--- src/rtl/nls_pkg.sv ---
// ----------------------------------------------------------------------------
// nls_pkg
// Shared codes and types for the nearest light selector.
// ----------------------------------------------------------------------------
`default_nettype none
package nls_pkg;

  localparam logic [2:0] FUNC_CLR_FIXED  = 3'd0;
  localparam logic [2:0] FUNC_ADD_FIXED  = 3'd1;
  localparam logic [2:0] FUNC_CLR_MOVING = 3'd2;
  localparam logic [2:0] FUNC_ADD_MOVING = 3'd3;
  localparam logic [2:0] FUNC_QUERY      = 3'd4;

  localparam int LIGHT_W = 88;

  typedef struct packed {
    logic signed [23:0] x;
    logic signed [23:0] y;
    logic signed [23:0] z;
    logic        [15:0] power;
  } light_t;

  typedef enum logic [6:0] {
    S_IDLE  = 7'b0000001,
    S_MRD   = 7'b0000010,
    S_MWR   = 7'b0000100,
    S_SCAN  = 7'b0001000,
    S_FRD   = 7'b0010000,
    S_FWR   = 7'b0100000,
    S_EMPTY = 7'b1000000
  } state_t;

endpackage
`default_nettype wire

--- src/rtl/nls_dist.sv ---
// ----------------------------------------------------------------------------
// nls_dist
// Three-stage squared distance pipeline: differences, squares, sum.
// ----------------------------------------------------------------------------
`default_nettype none
module nls_dist #(
  parameter int AW = 6
) (
  input  wire logic               clk,
  input  wire logic               rst,
  input  wire logic               in_valid,
  input  wire logic [AW-1:0]      in_slot,
  input  wire nls_pkg::light_t    lt,
  input  wire logic signed [23:0] qx,
  input  wire logic signed [23:0] qy,
  input  wire logic signed [23:0] qz,
  output logic                    out_valid,
  output logic [AW-1:0]           out_slot,
  output logic [49:0]             out_dist,
  output logic                    busy
);
  import nls_pkg::*;

  logic               v1, v2;
  logic [AW-1:0]      slot1, slot2;
  logic signed [24:0] dx, dy, dz;
  logic signed [49:0] sx, sy, sz;

  always_ff @(posedge clk) begin
    if (rst) begin
      v1        <= 1'b0;
      v2        <= 1'b0;
      out_valid <= 1'b0;
    end else begin
      v1        <= in_valid;
      v2        <= v1;
      out_valid <= v2;
    end
    slot1    <= in_slot;
    dx       <= {lt.x[23], lt.x} - {qx[23], qx};
    dy       <= {lt.y[23], lt.y} - {qy[23], qy};
    dz       <= {lt.z[23], lt.z} - {qz[23], qz};
    slot2    <= slot1;
    sx       <= 50'(dx) * 50'(dx);
    sy       <= 50'(dy) * 50'(dy);
    sz       <= 50'(dz) * 50'(dz);
    out_slot <= slot2;
    out_dist <= 50'(sx) + 50'(sy) + 50'(sz);
  end

  assign busy = v1 | v2 | out_valid;
endmodule
`default_nettype wire

--- config.mk ---
export PLATFORM = sky130hd
export DESIGN_NAME = nls_dist
export DESIGN_NICKNAME = d
export VERILOG_FILES = /design/src/rtl/nls_pkg.sv /design/src/rtl/nls_dist.sv
export SDC_FILE = /design/constraint.sdc
export NUM_CORES = 2
export LEC_CHECK = 0
export BUFFER_PORTS_ARGS = -buffer_cell sky130_fd_sc_hd__buf_4
export CAP_MARGIN = 25
export CORE_MARGIN = 2
export CORE_UTILIZATION = 35
export DETAILED_ROUTE_END_ITERATION = 16
export GPL_TIMING_DRIVEN = 1
export PLACE_DENSITY_LB_ADDON = 0.08
export SLEW_MARGIN = 20
export SYNTH_ARGS = -nofsm -noshare
export SYNTH_HDL_FRONTEND = slang
export SYNTH_SLANG_ARGS = --single-unit
--- constraint.sdc ---
create_clock -name clk -period 17.5 [get_ports clk]
set_clock_uncertainty 0.05 [all_clocks]
set_input_delay 0.875 -clock clk [delete_from_list [all_inputs] [get_ports clk]]
set_output_delay 0.875 -clock clk [all_outputs]
set_load 0.02 [all_outputs]
==> results.sh <==
export IMPL_drcViolationCount=0
export IMPL_hp_class="in -> reg"
export IMPL_avgViaCountPerCell=4.55
export IMPL_fin_tns_setup_ps=0
export IMPL_routedWlPerCell_um=17.7
export IMPL_max_freq_mhz=110
export IMPL_dpl_hpwl_mm=158
export IMPL_finalHoldViolCount=0
export IMPL_cts_made_buffers=45
export IMPL_grtUsageMet2=0.323
export IMPL_core_area_um2=210000
export IMPL_holdBufCountCts=0
export IMPL_cpMaxStageDelayCell="a211oi_1"
export IMPL_grt_pass1_vias=55200
export IMPL_final_common_cell="inv_1"
export IMPL_syn_area_per_cell_um2=9.68
export IMPL_timing_final_crit_share=0.521
export IMPL_crit_path_cell_trace="buf_4 -> inv_1 -> nor2_1 -> fa_1 -> fa_1 -> fa_1 -> inv_1 -> fa_1 -> inv_1 -> fa_1 -> fa_1 -> inv_1 -> fa_1 -> inv_1 -> ha_1 -> nand3_1 -> nor4_1 -> o211ai_1 -> a211oi_1 -> a21oi_1 -> o21ai_0 -> a21o_1 -> a21oi_1 -> xnor2_1"
export IMPL_cts_root_buf="clkbuf_16"
export IMPL_finalSetupViolCount=0
export IMPL_grt_pass1_wl_mm=310
export IMPL_ys_flop_type="dfxtp_1"
export IMPL_maxSlewHeadroom=0.318
export IMPL_start_kind="flop"
export IMPL_rsz0062_at_grt="no"
export IMPL_worstSetupPathType="reg -> reg"
export IMPL_yosys_top_cells_area="fa_1, inv_1, ha_1, dfxtp_1, nand2_1"
export IMPL_grt_util_met1=0.248
export IMPL_fin_nets=10400
export IMPL_initial_utilization=0.352
export IMPL_grtUsageMet3=0.0176
export IMPL_synthesis_area_um2=73900
export IMPL_cts_resized=0
export IMPL_dieArea_um2=215000
export IMPL_std_cell_rows=168
export IMPL_critPathMaxFanout=25
export IMPL_fp_dieW_um=464
export IMPL_synthDistinctLibCells=73
export IMPL_htree_num_levels=2
export IMPL_crit_family="adder cells"
export IMPL_fillCellCount=21400
export IMPL_globalRouteOverflowTotal=0
export IMPL_routed_wirelength_mm=188
export IMPL_pin_count=227
export IMPL_ys_warn_count=0
export IMPL_post_cts_setup_buffers=0
export IMPL_cp_required_ps=17950
export IMPL_worstPathArrival_ps=9560
export IMPL_synth_edf_count=0
export IMPL_clockBufferDepth=3
export IMPL_num_vias=48300
export IMPL_grt_max_degree=50
export IMPL_worst_path_largest_cell_delay_ps=730
export IMPL_crit_path_end_kind="flop"
export IMPL_drive_gt1_frac=0.0513
export IMPL_busiest_layer="met2"
export IMPL_antenna_left=0
export IMPL_antenna_found_initial=1
export IMPL_final_cell_mix="inv_1, fa_1, nand2_1, ha_1, and2_1"
export IMPL_synthArstFlopShare=0
export IMPL_ys_seq_area_frac=0.0794
export IMPL_tightest_slew_ps=1020
export IMPL_grt_usage=0.185
export IMPL_area_delta_synth_final_pct=8.88
export IMPL_cts_tree="built"
export IMPL_clk_pin_slew_ps=60
export IMPL_drt_pass1_iter_count=5
export IMPL_drv_cap=0
export IMPL_clock_latency_ps=700
export IMPL_drt_iter0_markers=1785
export IMPL_numClockSinks=293
export IMPL_syn_inst=7635
export IMPL_synth_top_cell_area_share=0.507
export IMPL_drv_slew=0
export IMPL_die_h_um=464
export IMPL_synth_top_area_cell="fa_1"
export IMPL_worst_path_buf_inv=6
export IMPL_numPortBuffers=210
export IMPL_synth_seq_cells=293
export IMPL_period_needed_ps=9110
export IMPL_cpMostUsedCell="fa_1"
export IMPL_status="finished clean"
export IMPL_globalplace_congestion=0.811
[registers in the layout (all words and copies together), names as in the netlist]
register   cells
slot2          6
dy            25
dz            25
v1             1
out_dist      50
out_slot       6
slot1          6
sy            49
sz            49
out_valid      1
v2             1
sx            49
dx            25
[kinds of logic after synthesis]
logic type,after synthesis,share of synthesized area
flops,293,0.0794
compound gates,694,0.0602
xor+xnor,297,0.0352
other cells,1,0.0000507
simple gates,1476,0.0963
mux,9,0.00127
buf+inv,2416,0.123
fa+ha+maj,2449,0.605
[stage by stage]
stage / worst slack (ps) / hold WS (ps) / cells / area (um^2) / util
6_report: 8390 / 231 / 10600 / 80500 / 0.384
5_1_grt: 7970 / 195 / 10600 / 80500 / 0.384
4_1_cts: 8280 / 164 / 10600 / 80500 / 0.384
3_5_place_dp: 8390 / 264 / 10500 / 78800 / 0.376
3_3_place_gp: 8380 / 260 / 10500 / 78800 / 0.376
2_1_floorplan: 10140 / 260 / 7637 / 73900 / -
[Yosys cell counts (9+ instances only)]
cell         n
o211ai_1    16
a211oi_1    22
a31oi_1     14
o21bai_1    36
a21o_1     115
xor2_1      83
ha_1       577
nor2_1     187
xnor2_1    214
nor3_1      26
nand4_1     20
inv_1     2229
dfxtp_1    293
nor2b_1     86
and2_1     361
nand2b_1    48
clkbuf_1   186
and3_1      19
a31o_2      10
nand3_1     48
fa_1      1872
nand2_1    639
a21oi_1    242
nor4_1       9
o21a_1      36
o21ai_1      9
o21ai_0    114
[layer usage]
metal	vias up	share of wire	wire, um
met2	639	0.50	94500
met5	-	0	0
li1	22600	-	-
met1	24900	0.44	83400
met3	149	0.031	5900
met4	0	0.022	4210
[worst paths after layout]
path / slack, ps / startpoint / depth (start not counted) / end
setup / recovery: 8390 / dz[3]$_DFF_P_ / 24 / sz[42]$_DFF_P_
hold / removal: 230 / in_slot[0] / 1 / slot1[0]$_DFF_P_
setup reg to reg: 8390 / dz[3]$_DFF_P_ / 24 / sz[42]$_DFF_P_
hold reg to reg: 250 / slot1[3]$_DFF_P_ / 0 / slot2[3]$_DFF_P_
[cell type report]
cell class | count | area (um^2) | share of cell area
diodes | 3 | 7.51 | 0.0000933
repair buffers | 277 | 2080 | 0.0258
well taps | 2805 | 3510 | 0.0436
clock buffers | 55 | 1200 | 0.0150
multi-input cells | 4928 | 59000 | 0.733
clock inverters | 29 | 439 | 0.00546
inverters | 2229 | 8370 | 0.104
flip-flops and latches | 293 | 5880 | 0.0731
Power is left out: the tool's default activity adds up to more than one toggle a clock period on the data nets, which glitch-free logic cannot reach.
