**src/rtl/nls_pkg.sv**
```systemverilog
// ----------------------------------------------------------------------------
// nls_pkg
// Shared codes and types for the nearest light selector.
// ----------------------------------------------------------------------------
`default_nettype none
package nls_pkg;

  localparam logic [2:0] FUNC_CLR_FIXED  = 3'd0;
  localparam logic [2:0] FUNC_ADD_FIXED  = 3'd1;
  localparam logic [2:0] FUNC_CLR_MOVING = 3'd2;
  localparam logic [2:0] FUNC_ADD_MOVING = 3'd3;
  localparam logic [2:0] FUNC_QUERY      = 3'd4;

  localparam int LIGHT_W = 88;

  typedef struct packed {
    logic signed [23:0] x;
    logic signed [23:0] y;
    logic signed [23:0] z;
    logic        [15:0] power;
  } light_t;

  typedef enum logic [6:0] {
    S_IDLE  = 7'b0000001,
    S_MRD   = 7'b0000010,
    S_MWR   = 7'b0000100,
    S_SCAN  = 7'b0001000,
    S_FRD   = 7'b0010000,
    S_FWR   = 7'b0100000,
    S_EMPTY = 7'b1000000
  } state_t;

endpackage
`default_nettype wire

```
**src/rtl/nls_rank.sv**
```systemverilog
// ----------------------------------------------------------------------------
// nls_rank
// Sorted insertion list of the nearest fixed lights seen in a scan.
// ----------------------------------------------------------------------------
`default_nettype none
module nls_rank #(
  parameter int MAX_OUT = 16,
  parameter int AW      = 6,
  parameter int CW      = 7,
  localparam int OAW    = (MAX_OUT > 1) ? $clog2(MAX_OUT) : 1
) (
  input  wire logic           clk,
  input  wire logic           rst,
  input  wire logic           clr,
  input  wire logic           in_valid,
  input  wire logic [AW-1:0]  in_slot,
  input  wire logic [49:0]    in_dist,
  input  wire logic [CW-1:0]  take,
  input  wire logic [OAW-1:0] rd_idx,
  output logic      [AW-1:0]  rd_slot,
  output logic      [49:0]    rd_dist
);
  import nls_pkg::*;

  logic [49:0]   dl [MAX_OUT];
  logic [AW-1:0] sl [MAX_OUT];
  logic [CW-1:0] len;
  logic [MAX_OUT-1:0] le;
  logic [CW-1:0] pos;

  always_comb begin
    for (int j = 0; j < MAX_OUT; j++) begin
      le[j] = (CW'(j) < len) && (dl[j] <= in_dist);
    end
    pos = CW'($countones(le));
  end

  always_ff @(posedge clk) begin
    if (rst || clr) begin
      len <= '0;
    end else if (in_valid && pos < take) begin
      if (len < take) begin
        len <= len + CW'(1);
      end
    end
    if (!clr && in_valid && pos < take) begin
      for (int j = MAX_OUT - 1; j >= 0; j--) begin
        if (CW'(j) == pos) begin
          dl[j] <= in_dist;
          sl[j] <= in_slot;
        end else if (CW'(j) > pos && j > 0) begin
          dl[j] <= dl[j-1];
          sl[j] <= sl[j-1];
        end
      end
    end
  end

  assign rd_slot = sl[rd_idx];
  assign rd_dist = dl[rd_idx];
endmodule
`default_nettype wire

```
**config.mk**
```make
export PLATFORM = sky130hd
export DESIGN_NAME = nls_rank
export DESIGN_NICKNAME = d
export VERILOG_FILES = /design/src/rtl/nls_pkg.sv /design/src/rtl/nls_rank.sv
export SDC_FILE = /design/constraint.sdc
export NUM_CORES = 2
export LEC_CHECK = 0
export BUFFER_PORTS_ARGS = -buffer_cell sky130_fd_sc_hd__buf_2
export CORE_MARGIN = 4
export CORE_UTILIZATION = 55
export CTS_CLUSTER_DIAMETER = 60
export DETAILED_ROUTE_END_ITERATION = 6
export HOLD_SLACK_MARGIN = 0.1
export PLACE_DENSITY = 0.71
export SETUP_SLACK_MARGIN = 0.1
export SYNTH_ARGS = -nofsm -noshare
export SYNTH_HDL_FRONTEND = slang
export SYNTH_SLANG_ARGS = --single-unit
export TNS_END_PERCENT = 50
```
**constraint.sdc**
```tcl
create_clock -name clk -period 14.4 [get_ports clk]
set_input_delay 0.72 -clock clk [delete_from_list [all_inputs] [get_ports clk]]
set_output_delay 0.72 -clock clk [all_outputs]
set_load 0.05 [all_outputs]
```
==> results_dict.tcl <==
set metrics [dict create \
    setup_tns_ns 0 \
    placed_area_um2 64000 \
    area.growth.synth_to_final_pct 9.19 \
    synth_flop_cell "edfxtp_1" \
    io_pins 127 \
    clk_pin_slew_ns 0.06 \
    instances_no_fill 6406 \
    post_drt_wl_per_cell_um 31.2 \
    synthCells 4756 \
    core_um2 111000 \
    reg2reg_slack_ns 3.56 \
    htree_levels 3 \
    post-route-min-period_ns 11.23 \
    insertion_delay_ns 0.72 \
    worstRegToRegCells 25 \
    grt_max_degree 162 \
    root_buffer "clkbuf_16" \
    crit_slowest_cell "a21oi_4" \
    floorplan.initialDensity_pct 55.6 \
    worst_pin_slew_ns 1.43 \
    gp_congestion 0.994 \
    synthTopCellsByArea "edfxtp_1 (44%), ha_1 (17%), mux2_2 (11%)" \
    synth_async_sr_flop_share_pct 0 \
    design_area_um2 67400 \
    dp_hpwl_mm 142 \
    pre_cts_slack_ns 2.77 \
    clockBufferDepth 3 \
    antenna_found_initial 10 \
    postCtsHoldBufs 0 \
    synth-edff-count 896 \
    vdd_drop_max_uv 110 \
    cts_sinks 903 \
    fin_hold_ws_ns 0.355 \
    hp-start "in_dist[38]" \
    routed_wl_mm 200 \
    num_rows 122 \
    path_common_cell "fa_1" \
    ys_warn_count 0 \
    ys_ff_latch 903 \
    die-height_um 343 \
    p_leak_nw 25.5 \
    ys_types 68 \
    crit_path_max_incr_delay_ns 1.05 \
    netlist.area_leader.share_pct 43.6 \
    syn_nets 5652 \
    hold_end "dl[0][38]$_DFFE_PP_" \
    synth_top_area_cell "edfxtp_1" \
    fin_worst_skew_ns 0.0280 \
    startpoint_type "primary input" \
    post_cts_resized 0 \
    via_per_inst 6.88 \
    cp.required_ns 14.86 \
    io_buffers 126 \
    syn_area_um2 61800 \
    rsz0062_at_grt "false" \
    finalSetupViolCount 0 \
    arrival_ns 11.69 \
    crit_type "in -> reg" \
    fin_util_pct 60.7 \
    powerDensity_nw_per_um2 107 \
    r2r-start "dl[15][36]$_DFFE_PP_" \
    fin_crit_sh_pct 78.0 \
    layout-drive-gt1-share_pct 26.7 \
    finalHoldViolations 0 \
    grt-ovfl-total 0 \
    hold_depth 1 \
    drt_first_pass_iters 6 \
    final_antenna_net_count 0 \
    cts_setup_buffers 0 \
    synth.avg_cell_area_um2 13.0 \
    timing.fmax_mhz 89.0 \
    synth_seq_area_share_pct 43.8 \
    track_usage_pct 33.6 \
    cts_tree "built" \
    dp_cells 6201 \
    worstHoldPathType "in -> reg" \
    cp-end-kind "flop" \
    drt_iter0_drc 5675 \
    slew_headroom_pct 3.10 \
    max_cap_violations 0 \
    die_w_um 343 \
    cp_max_fo 68 \
    final-max-slew-violation-count 0 \
    grt_pass1_wl_mm 293 \
    setup_ws_ns 3.17 \
    fin_nets 5719 \
    vias 44100 \
    status "finished, final reports clean" \
    cts_inserted_buffers 108 \
    drc 0 \
    fp.dieArea_um2 118000 \
    grt_pass1_vias 42300 \
    finalPower_mw 7.21 \
    rr_endpoint "dl[9][48]$_DFFE_PP_" \
]
-- registers in the layout, summed over array words and instances, names as in the netlist --
register	cells
dl	800
len	7
sl	96
-- report_power, final --
group	switching, mW	total (mW)	internal [mW]
Clock	1.19	2.72	1.53
Combinational	0.780	1.29	0.508
Sequential	0.123	3.20	3.07
-- worst max path at each step --
stage / from / endpoint
CTS: in_dist[35] / sl[9][5]$_DFFE_PP_
detailed placement: in_dist[35] / sl[9][0]$_DFFE_PP_
floorplan: in_dist[32] / dl[5][40]$_DFFE_PP_
global route: in_dist[43] / dl[9][48]$_DFFE_PP_
global placement: in_dist[35] / dl[2][42]$_DFFE_PP_
finish: in_dist[35] / dl[9][48]$_DFFE_PP_
-- per-layer routing --
| metal | vias up | share of wire (%) | GRT usage, % | routed length [um] |
|---|---|---|---|---|
| met1 | 22100 | 40 | 47.6 | 80700 |
| met4 | 10 | 4.6 | 13.0 | 9240 |
| li1 | 19100 | - | - | - |
| met5 | - | 0.031 | 0 | 61 |
| met2 | 2406 | 44 | 50.2 | 87900 |
| met3 | 428 | 11 | 8.11 | 22200 |
-- area by class of cell --
cell class / count / area [um^2]
clock inverters: 78 / 704
multi-input cells: 3509 / 33400
inverters: 107 / 414
fillers: 8833 / 43700
flip-flops and latches: 903 / 27000
clock buffers: 121 / 2750
diodes: 6 / 15.0
repair buffers: 194 / 1250
well taps: 1488 / 1860
-- cells in the final DEF, fill, tap and decap left out, drive strengths merged, types with 29 or more instances in the layout --
cell type and instances:
clkbuf 121, inv 118, nor3 29, o21ai 315
nand3 106, a21oi 322, edfxtp 896, a21o 77
ha 815, a211oi 55, mux4 280, mux2 635
buf 194, nand4 129, clkinv 54, nand2 413
nor2 88
-- kinds of logic (layout without fill, tap and decap cells) --
| logic type | count (synthesis) | count (layout) | synth area share, % |
|---|---|---|---|
| buf+inv | 344 | 500 | 2.35 |
| mux | 916 | 916 | 21.9 |
| simple gates | 885 | 885 | 6.82 |
| fa+ha+maj | 825 | 825 | 16.8 |
| flops | 903 | 903 | 43.8 |
| other cells | 0 | 6 | 0 |
| compound gates | 876 | 876 | 8.21 |
| xor+xnor | 7 | 7 | 0.0993 |
-- Yosys cell counts (11+ instances only) --
cell type,n
buf_1,26
nand4_1,129
a21oi_1,321
a21o_1,77
a211oi_1,54
nor2_1,87
buf_4,12
ha_1,815
a221oi_1,16
or3_1,12
buf_2,73
nor3_1,29
inv_1,107
mux2_2,618
nand3_1,106
nand2b_1,12
mux2_4,17
o21ai_0,315
nand2_1,413
nor2b_1,20
nor4_1,23
edfxtp_1,896
o21a_1,11
mux4_2,280
and4_1,22
clkbuf_1,123
-- worst max-delay path: cells and delay by family --
kind                     cells  cell delay (ns)
AO/OA/AOI/OAI                6             2.55
XOR/XNOR                     1             0.80
AND/OR/NAND/NOR              5             2.40
buffers and inverters        6             1.28
adder cells (fa/ha/maj)      8             3.21
multiplexers                 1             0.41
No activity file was read; power rests on OpenSTA's default activity.
