**src/rtl/nls_ram.sv**
```systemverilog
// ----------------------------------------------------------------------------
// nls_ram
// Generic single write port, single read port RAM with registered read.
// ----------------------------------------------------------------------------
`default_nettype none
module nls_ram #(
  parameter int W = 8,
  parameter int D = 16,
  localparam int AW = (D > 1) ? $clog2(D) : 1
) (
  input  wire logic          clk,
  input  wire logic          we,
  input  wire logic [AW-1:0] waddr,
  input  wire logic [W-1:0]  wdata,
  input  wire logic          re,
  input  wire logic [AW-1:0] raddr,
  output logic      [W-1:0]  rdata
);
  logic [W-1:0] mem [D];

  always_ff @(posedge clk) begin
    if (we) begin
      mem[waddr] <= wdata;
    end
    if (re) begin
      rdata <= mem[raddr];
    end
  end
endmodule
`default_nettype wire

```
**config.mk**
```make
export PLATFORM = sky130hd
export DESIGN_NAME = nls_ram
export DESIGN_NICKNAME = d
export VERILOG_FILES = /design/src/rtl/nls_ram.sv
export SDC_FILE = /design/constraint.sdc
export NUM_CORES = 1
export LEC_CHECK = 0
export ABC_AREA = 0
export BUFFER_PORTS_ARGS = -buffer_cell sky130_fd_sc_hd__buf_2
export CAP_MARGIN = 20
export CORE_ASPECT_RATIO = 0.75
export CORE_MARGIN = 1
export CORE_UTILIZATION = 35
export CTS_BUF_LIST = sky130_fd_sc_hd__clkbuf_4 sky130_fd_sc_hd__clkbuf_8 sky130_fd_sc_hd__clkbuf_16
export DETAILED_ROUTE_END_ITERATION = 12
export RECOVER_POWER = 25
export SYNTH_ARGS = -nofsm -noshare
export SYNTH_HDL_FRONTEND = slang
export SYNTH_SLANG_ARGS = --single-unit
```
**constraint.sdc**
```tcl
create_clock -name clk -period 1.64 [get_ports clk]
set_input_delay 0.082 -clock clk [delete_from_list [all_inputs] [get_ports clk]]
set_output_delay 0.082 -clock clk [all_outputs]
set_load 0.02 [all_outputs]
```
==> impl.org, run 1 <==
** Outcome
- Result of the run :: completed

** Floorplanning
- Count of boundary I/O pins :: 27
- Height of the chip :: 108 um
- For this configuration, the core starts out at a cell density of 0.360.
- The initialized floorplan defines 38 standard-cell rows.
- Die X-Extent :: 143 um
- CORE AREA :: 14500 um2
- DIE AREA :: 15400 um2

** Pwr
- Summed over all cells, the static leakage comes to 2.18 nW.
- The design draws 8.01 mW.
- Across the VDD grid, the largest voltage drop is 788 uV.
- Power density relative to cell area :: 1250 nW/um2

** Job
- The tool flagged a number of max-cap violations equal to 0.

** Finish
- For this run, the share of the core covered by cells in the final layout is 0.441.
- The finished cells cover 6400 um2.
- After filler insertion, the fill cell instance count of the layout stands at 1223.
- 0 antenna diodes ended up in the layout.
- Of the cells placed in the final design, the portion with a size suffix greater than 1 is 0.332.
- Number of nets at the end of the flow :: 317
- Synth-to-Final Area Change :: 22.4%

** Worst setup path
- Delay of the slowest cell on the worst path :: 0.51 ns
- Of all nets on the critical path, the largest fanout is 1.
- For the worst flop-to-flop path, the logic depth is 4.
- The critical path goes through mux4_2 -> a22oi_1 -> buf_4 -> nand2_1.
- CP arrival :: 1.68 ns
- Data required, critical path :: 1.79 ns
- STA classifies the critical path endpoint as a register.
- Critical R2R Capture :: rdata[7]
- Cell with the largest stage delay on the worst path :: mux4_2
- The worst setup path is of the reg -> reg kind.
- Setup slack on the worst flop-to-flop path :: 0.10 ns
- R2r startpoint :: mem[7][7]
- STA classifies the critical path startpoint as a register.

** Global route
- First-pass GRT wire length :: 15.6 mm
- For this run the aggregate overflow at the end of global routing stands at 0.
- Via count of the first global-routing pass :: 2520
- Entering global routing, the biggest net connects 33 pins.
- Number of antenna violations at the first check in global routing :: 0
- Global-route total usage across every layer :: 0.148

** Timing
- At the pin with the least slew margin, the transition time is 0.698 ns.
- Setup repair after global routing left no endpoint under its margin.
- Number of setup violations in the final report :: 0
- The number of max-slew violations in the final report was 0.
- Minimum clock period :: 1.54 ns
- Headroom to the max-slew limit :: 0.535
- Final hold analysis gives a worst-case slack of 0.0607 ns.
- The hold violation total from the final report is 0.
- Dividing the final minimum period by the clock period gives 0.936.
- Max Clk Rate :: 651 MHz
- In the final timing run, aggregate negative setup slack is 0 ns.
- Final setup skew :: 0.0121 ns

** Place
- Routability congestion estimate :: 0.776
- DP Wirelength :: 6.96 mm
- The count of buffers added on input and output ports is 26.
- Instance area at placement :: 5830 um2

** Synth
- Cell count after synthesis :: 229
- By area the synthesized netlist is led by edfxtp_1 (78%), mux4_2 (7.8%), mux4_1 (7.0%).
- The synthesized design spends more area on one cell type than any other, namely edfxtp_1.
- Post-synth EDFFs :: 136
- edfxtp_1 is the most common cell in the netlist.
- Post-synthesis register bit count :: 136
- Most instantiated flip-flop cell in the synthesis netlist :: edfxtp_1
- Count of unique library cells instantiated by Yosys :: 18
- Asr flop ratio synth :: 0
- Synthesized Nets :: 248
- The share of the Yosys chip area taken by registers is 0.781.
- Commonest cells post-synth :: edfxtp_1 (136), mux4_2 (18), a22oi_1 (16), mux4_1 (14), nor2_1 (13)
- Mean Syn Cell Area :: 22.8 um2
- Area share of the leading cell type in the synthesized netlist :: 0.781
- Warnings, synthesis :: 0
- The synthesized netlist occupies a cell area of 5230 um2.

** Routing
- Antenna viol nets, final :: 0
- The detailed router finished its first iteration with 212 violations.
- In the final routed layout, each cell accounts on average for 20.3 um.
- The routed design has 10.4 mm of wire.
- Count of unresolved DRC violations after routing :: 0
- Routed vias/inst :: 4.89
- DR pass1 iterations :: 4
- Total via count after detailed routing :: 2492

** Clocking
- Max Root-Sink Buffers :: 2
- Worst-path clk slew :: 0.06 ns
- Worst skew pair latency :: 0.41 ns
- Clock H-tree levels :: 4
- The cell sitting at the root of the clock tree is a clkbuf_16.
- Post-cts hold buffer count :: 0
- Clock tree from TritonCTS :: done
- Sinks on Clock Net :: 136
- TritonCTS created 17 clock buffers.
- Buffers added to address setup during post-CTS repair amount to 0.

** Min path
- In this run the most critical hold path is launched from re.
- WHS Endpoint :: rdata[6]
- Number of instances on the worst hold path :: 1
- Worst min-delay path category :: in -> reg
how the worst max path moves through the flow:
stage,end,depth (start not counted),from,slack [ns]
2_1_floorplan,mem[0][0],2,waddr[2],0.07
3_3_place_gp,rdata[0],6,raddr[0],0.02
3_5_place_dp,rdata[4],6,raddr[0],-0.005
4_1_cts,rdata[4],4,mem[4][4],0.09
5_1_grt,rdata[4],4,mem[3][4],0.04
6_report,rdata[7],4,mem[7][7],0.10
repair_timing:
item | CTS | global route
gates resized for setup | 0 | 1
endpoints found under the setup margin | 0 | 1
endpoints found under the hold margin | 0 | 0
layout by cell type (no fill, tap or decap), types with 4 or more instances in the layout:
master	netlist	layout
buf_4	1	30
mux4_1	14	14
clkbuf_1	0	5
edfxtp_1	136	136
mux4_2	18	18
nor3_1	4	4
nand2_1	9	9
a22oi_1	16	15
nor2_1	13	13
buf_12	0	4
clkbuf_16	0	17
clkinv_2	0	5
buf_2	3	21
flip-flops by register name, indices dropped and copies added, names as in the netlist:
register / flops
rdata: 8
mem: 128
final cells by class:
cell class | count | area, um2 | share of cell area
Multi-Input combinational cell | 83 | 1060 | 0.166
Tap cell | 200 | 250 | 0.0391
Sequential cell | 136 | 4080 | 0.638
Timing Repair Buffer | 60 | 429 | 0.0671
Clock buffer | 19 | 440 | 0.0688
Clock inverter | 12 | 134 | 0.0209
power breakdown:
group / leakage (nW) / total, mW / switching [mW] / internal, mW
combinational: 0.656 / 0.406 / 0.231 / 0.174
clock: 0.285 / 3.66 / 1.28 / 2.38
sequential: 1.24 / 3.94 / 0.0219 / 3.92
total: 2.18 / 8.01 / 1.54 / 6.47
worst max-delay path: cells and delay by family, from the launching register on:
family,cells,cell delay [ns]
buf+inv,1,0.16
mux,1,0.51
flops,1,0.36
compound gates,1,0.20
simple gates,1,0.04
per-layer routing:
| metal | vias to the layer above | GRT usage | routed length (um) |
|---|---|---|---|
| met1 | 1294 | 0.218 | 4970 |
| met4 | 0 | 0.0599 | 59 |
| met5 | - | 0 | 0 |
| li1 | 1122 | - | - |
| met3 | 5 | 0.0418 | 779 |
| met2 | 71 | 0.205 | 4550 |
logic make-up (layout without fill, tap and decap cells):
group                  after synthesis  count (layout)  synth area share
AO/OA/AOI/OAI                       16              16            0.0230
multiplexers                        32              32             0.148
buffers and inverters               10              91            0.0165
flip-flops                         136             136             0.781
AND/OR/NAND/NOR                     35              35            0.0314
metrics by stage:
| stage | cells | worst slack, ns |
|---|---|---|
| after global placement | 479 | 0.0162 |
| after CTS | 510 | 0.0899 |
| after floorplan | 229 | 0.0651 |
| after global routing | 510 | 0.0415 |
| after detailed placement | 479 | -0.00455 |
| final | 510 | 0.105 |
Power figures use the tool's default switching activity.
==> inputs of run 2 (changes only) <==
- HOLD_SLACK_MARGIN: not set -> 0.12
==> run 2 against run 1 <==
Compared with the run above:
- clock-buffer cell count stayed put
- worst hold slack better by 0.16 ns
- power rose by 0.26%
- fmax is 0.17% higher
- design area up 0.96%
- clock power barely moved
- first-iteration DRC count up 21%
- critical path depth unchanged
- sequential share of layout area shrank 0.61 points
- critical endpoint unchanged
==> impl.org, run 2 (synthesis gave the netlist of run 1 again) <==
** Outcome
- The run finished with clean final reports.

** Finish
- In the layout the commonest cells are edfxtp_1 (136), buf_2 (22), buf_4 (22).
- Reg with most FFs :: mem
- The finished layout cell area is 6460 um2 (+0.96%).
- The number of flip-flops under the largest register name is 128 (unchanged).
- Most common cell after layout, fill and taps aside :: edfxtp_1
- The final-stage net count is 326 (+2.8%).
- Count of fill cells added during filler insertion :: 1214 (-0.74%)
- Layout cell share with drive strength beyond 1 :: 0.301 (-0.0313)
- The antenna cell count was 0 (unchanged).
- Compared with the post-synthesis result, the final layout area differs by 23.6%.
- Top Registers :: mem x128, rdata x8

** Worst setup path
- The reg-to-reg setup timing slack is 0.11 ns (about the same).
- The maximum single-stage delay on the critical path is 0.51 ns (about the same).
- Critical path class :: reg -> reg
- STA classifies the critical path startpoint as a register.
- The maximum net fanout on the critical path came to 1 (unchanged).
- Critical R2R Capture :: rdata[7]
- Data required, critical path :: 1.79 ns (about the same)
- The worst endpoint data arrival time was 1.68 ns (about the same).
- The number of cells on the worst reg-to-reg path is 4 (unchanged).
- Cell-by-cell trace of the critical path :: mux4_2 -> a22oi_1 -> buf_4 -> nand2_1
- The largest individual stage delay along the critical path comes from the cell mux4_2.
- Endpoint type of the worst setup path :: register
- R2r startpoint :: mem[7][7]

** Min path
- Number of instances on the worst hold path :: 3 (+2)
- Hold Path Origin :: waddr[0]
- WHS Endpoint :: mem[12][6]
- The min-delay analysis places its worst path in the category in -> reg.

** Pwr
- Power density relative to cell area :: 1240 nW/um2 (-0.69%)
- Power Total :: 8.03 mW (+0.26%)
- The static leakage power is 2.18 nW (+0.30%).
- The maximum vdd drop was 794 uV (+0.69%).

** Timing
- Max Clk Rate :: 652 MHz (+0.17%)
- The share of the clock period used by the worst path came to 0.935 (-0.00156).
- RSZ-0062 raised after global routing :: false
- The final worst-path setup slack was 0.107 ns (+0.00256 ns).
- The hold violation total from the final report is 0 (unchanged).
- Number of setup violations in the final report :: 0 (unchanged)
- The final worst hold slack is 0.223 ns (+0.162 ns).
- Final number of max-transition violations :: 0 (unchanged)
- The worst relative slew slack was 0.567 (+0.0327).
- The minimum period implied by the final worst setup slack is 1.53 ns (-0.00256 ns).
- The setup TNS after final layout was 0 ns (unchanged).
- The actual transition at the worst max-transition pin was 0.649 ns (-0.0490 ns).
- The setup skew after layout is 0.0108 ns (-0.00136 ns).

** Routing
- The number of iterations in the first detailed-routing pass is 4 (unchanged).
- Routed len/inst :: 20.1 um (-1.3%)
- Violation count after the first detailed-route iteration :: 256 (+21%)
- Antenna viol nets, final :: 0 (unchanged)
- The total via count in the routed design was 2532 (+1.6%).
- Routed vias/inst :: 4.88 (-0.16%)
- Count of unresolved DRC violations after routing :: 0 (unchanged)
- The final routed wirelength across all metal layers is 10.4 mm (+0.43%).

** Floorplanning
- Initial standard-cell utilization of the core :: 0.360 (unchanged)
- The number of placed I/O pins was 27 (unchanged).
- The die outline area was 15400 um2 (unchanged).
- Std cell rows :: 38 (unchanged)
- Die X-Extent :: 143 um (unchanged)
- CORE AREA :: 14500 um2 (unchanged)
- The vertical extent of the die is 108 um (unchanged).

** Global route
- The all-layer global routing usage was 0.149 (+0.000398).
- Number of antenna violations at the first check in global routing :: 0 (unchanged)
- Via count of the first global-routing pass :: 2550 (+1.2%)
- First-pass GRT wire length :: 15.6 mm (+0.35%)
- The maximum number of pins on one net before global-route repair was 33 (unchanged).
- The sum of overflow across all layers after global routing is 0 (unchanged).

** Clocking
- TritonCTS built the clock tree.
- Post CTS Setup Buffer Count :: 0 (unchanged)
- CTS Root Buffer Type :: clkbuf_16
- The total number of H-tree levels was 4 (unchanged).
- Max Root-Sink Buffers :: 2 (unchanged)
- The TritonCTS buffer count is 17 (unchanged).
- Worst skew pair latency :: 0.41 ns (about the same)
- Sinks on Clock Net :: 136 (unchanged)
- Worst-path clk slew :: 0.06 ns (about the same)

** Place
- Routability congestion estimate :: 0.776 (unchanged)
- Post-placement setup slack :: -0.00455 ns (unchanged)
- The number of port buffers was 26 (unchanged).
- The detailed placement HPWL came to 6.96 mm (unchanged).
- The total placed instance area came to 5830 um2 (unchanged).

** Job
- The total of max-cap violations is 0 (unchanged).
## run 2: changes by cell type in the layout (fill, tap and decap cells not counted)
cell	change
buf_2	+1
buf_4	-8
clkbuf_1	+7
dlygate4sd3_1	+9
## run 2: worst max-delay path, delay by kind of cell, from the launching register on
kind	cells	cell delay, ns
muxes	1	0.51
DFF	1	0.36
buffers and inverters	1	0.16
AOI/OAI and AO/OA	1	0.19
and+or+nand+nor	1	0.04
## run 2: worst max-delay path by stage
stage                    from         to  slack [ns]  cells after the start
floorplan            waddr[2]  mem[0][0]        0.07                      2
global placement     raddr[0]   rdata[0]        0.02                      6
detailed placement   raddr[0]   rdata[4]      -0.005                      6
CTS                 mem[4][4]   rdata[4]        0.09                      4
global route        mem[3][4]   rdata[4]        0.04                      4
finish              mem[7][7]   rdata[7]        0.11                      4
## run 2: repair_timing
action,in CTS,in global routing
hold buffers,9,0
gates resized for setup,0,1
hold endpoints to repair,136,0
endpoints found under the setup margin,0,1
## run 2: power by group
part           switching (mW)  total, mW  leakage (nW)  internal (mW)
clock network            1.29       3.67         0.285           2.38
registers              0.0218       3.94          1.24           3.92
logic                   0.233      0.420         0.662          0.186
## run 2: area by class of cell
cell class                      count  area [um2]  area share
Clock buffer                       19         440      0.0682
Clock inverter                     12         134      0.0207
Multi-Input combinational cell     83        1060       0.164
Sequential cell                   136        4080       0.632
Tap cell                          200         250      0.0387
Timing Repair Buffer               69         490      0.0759
## run 2: routing by layer
layer	up-vias	global-route usage	share of wire
li1	1140	-	-
met1	1302	0.218	0.48
met2	83	0.206	0.44
met3	7	0.0418	0.075
met4	0	0.0599	0.0083
met5	-	0	0
## run 2: through the flow
stage / utilization / instances
2_1_floorplan: - / 229
3_3_place_gp: 0.402 / 479
3_5_place_dp: 0.402 / 479
4_1_cts: 0.448 / 519
5_1_grt: 0.446 / 519
6_report: 0.446 / 519
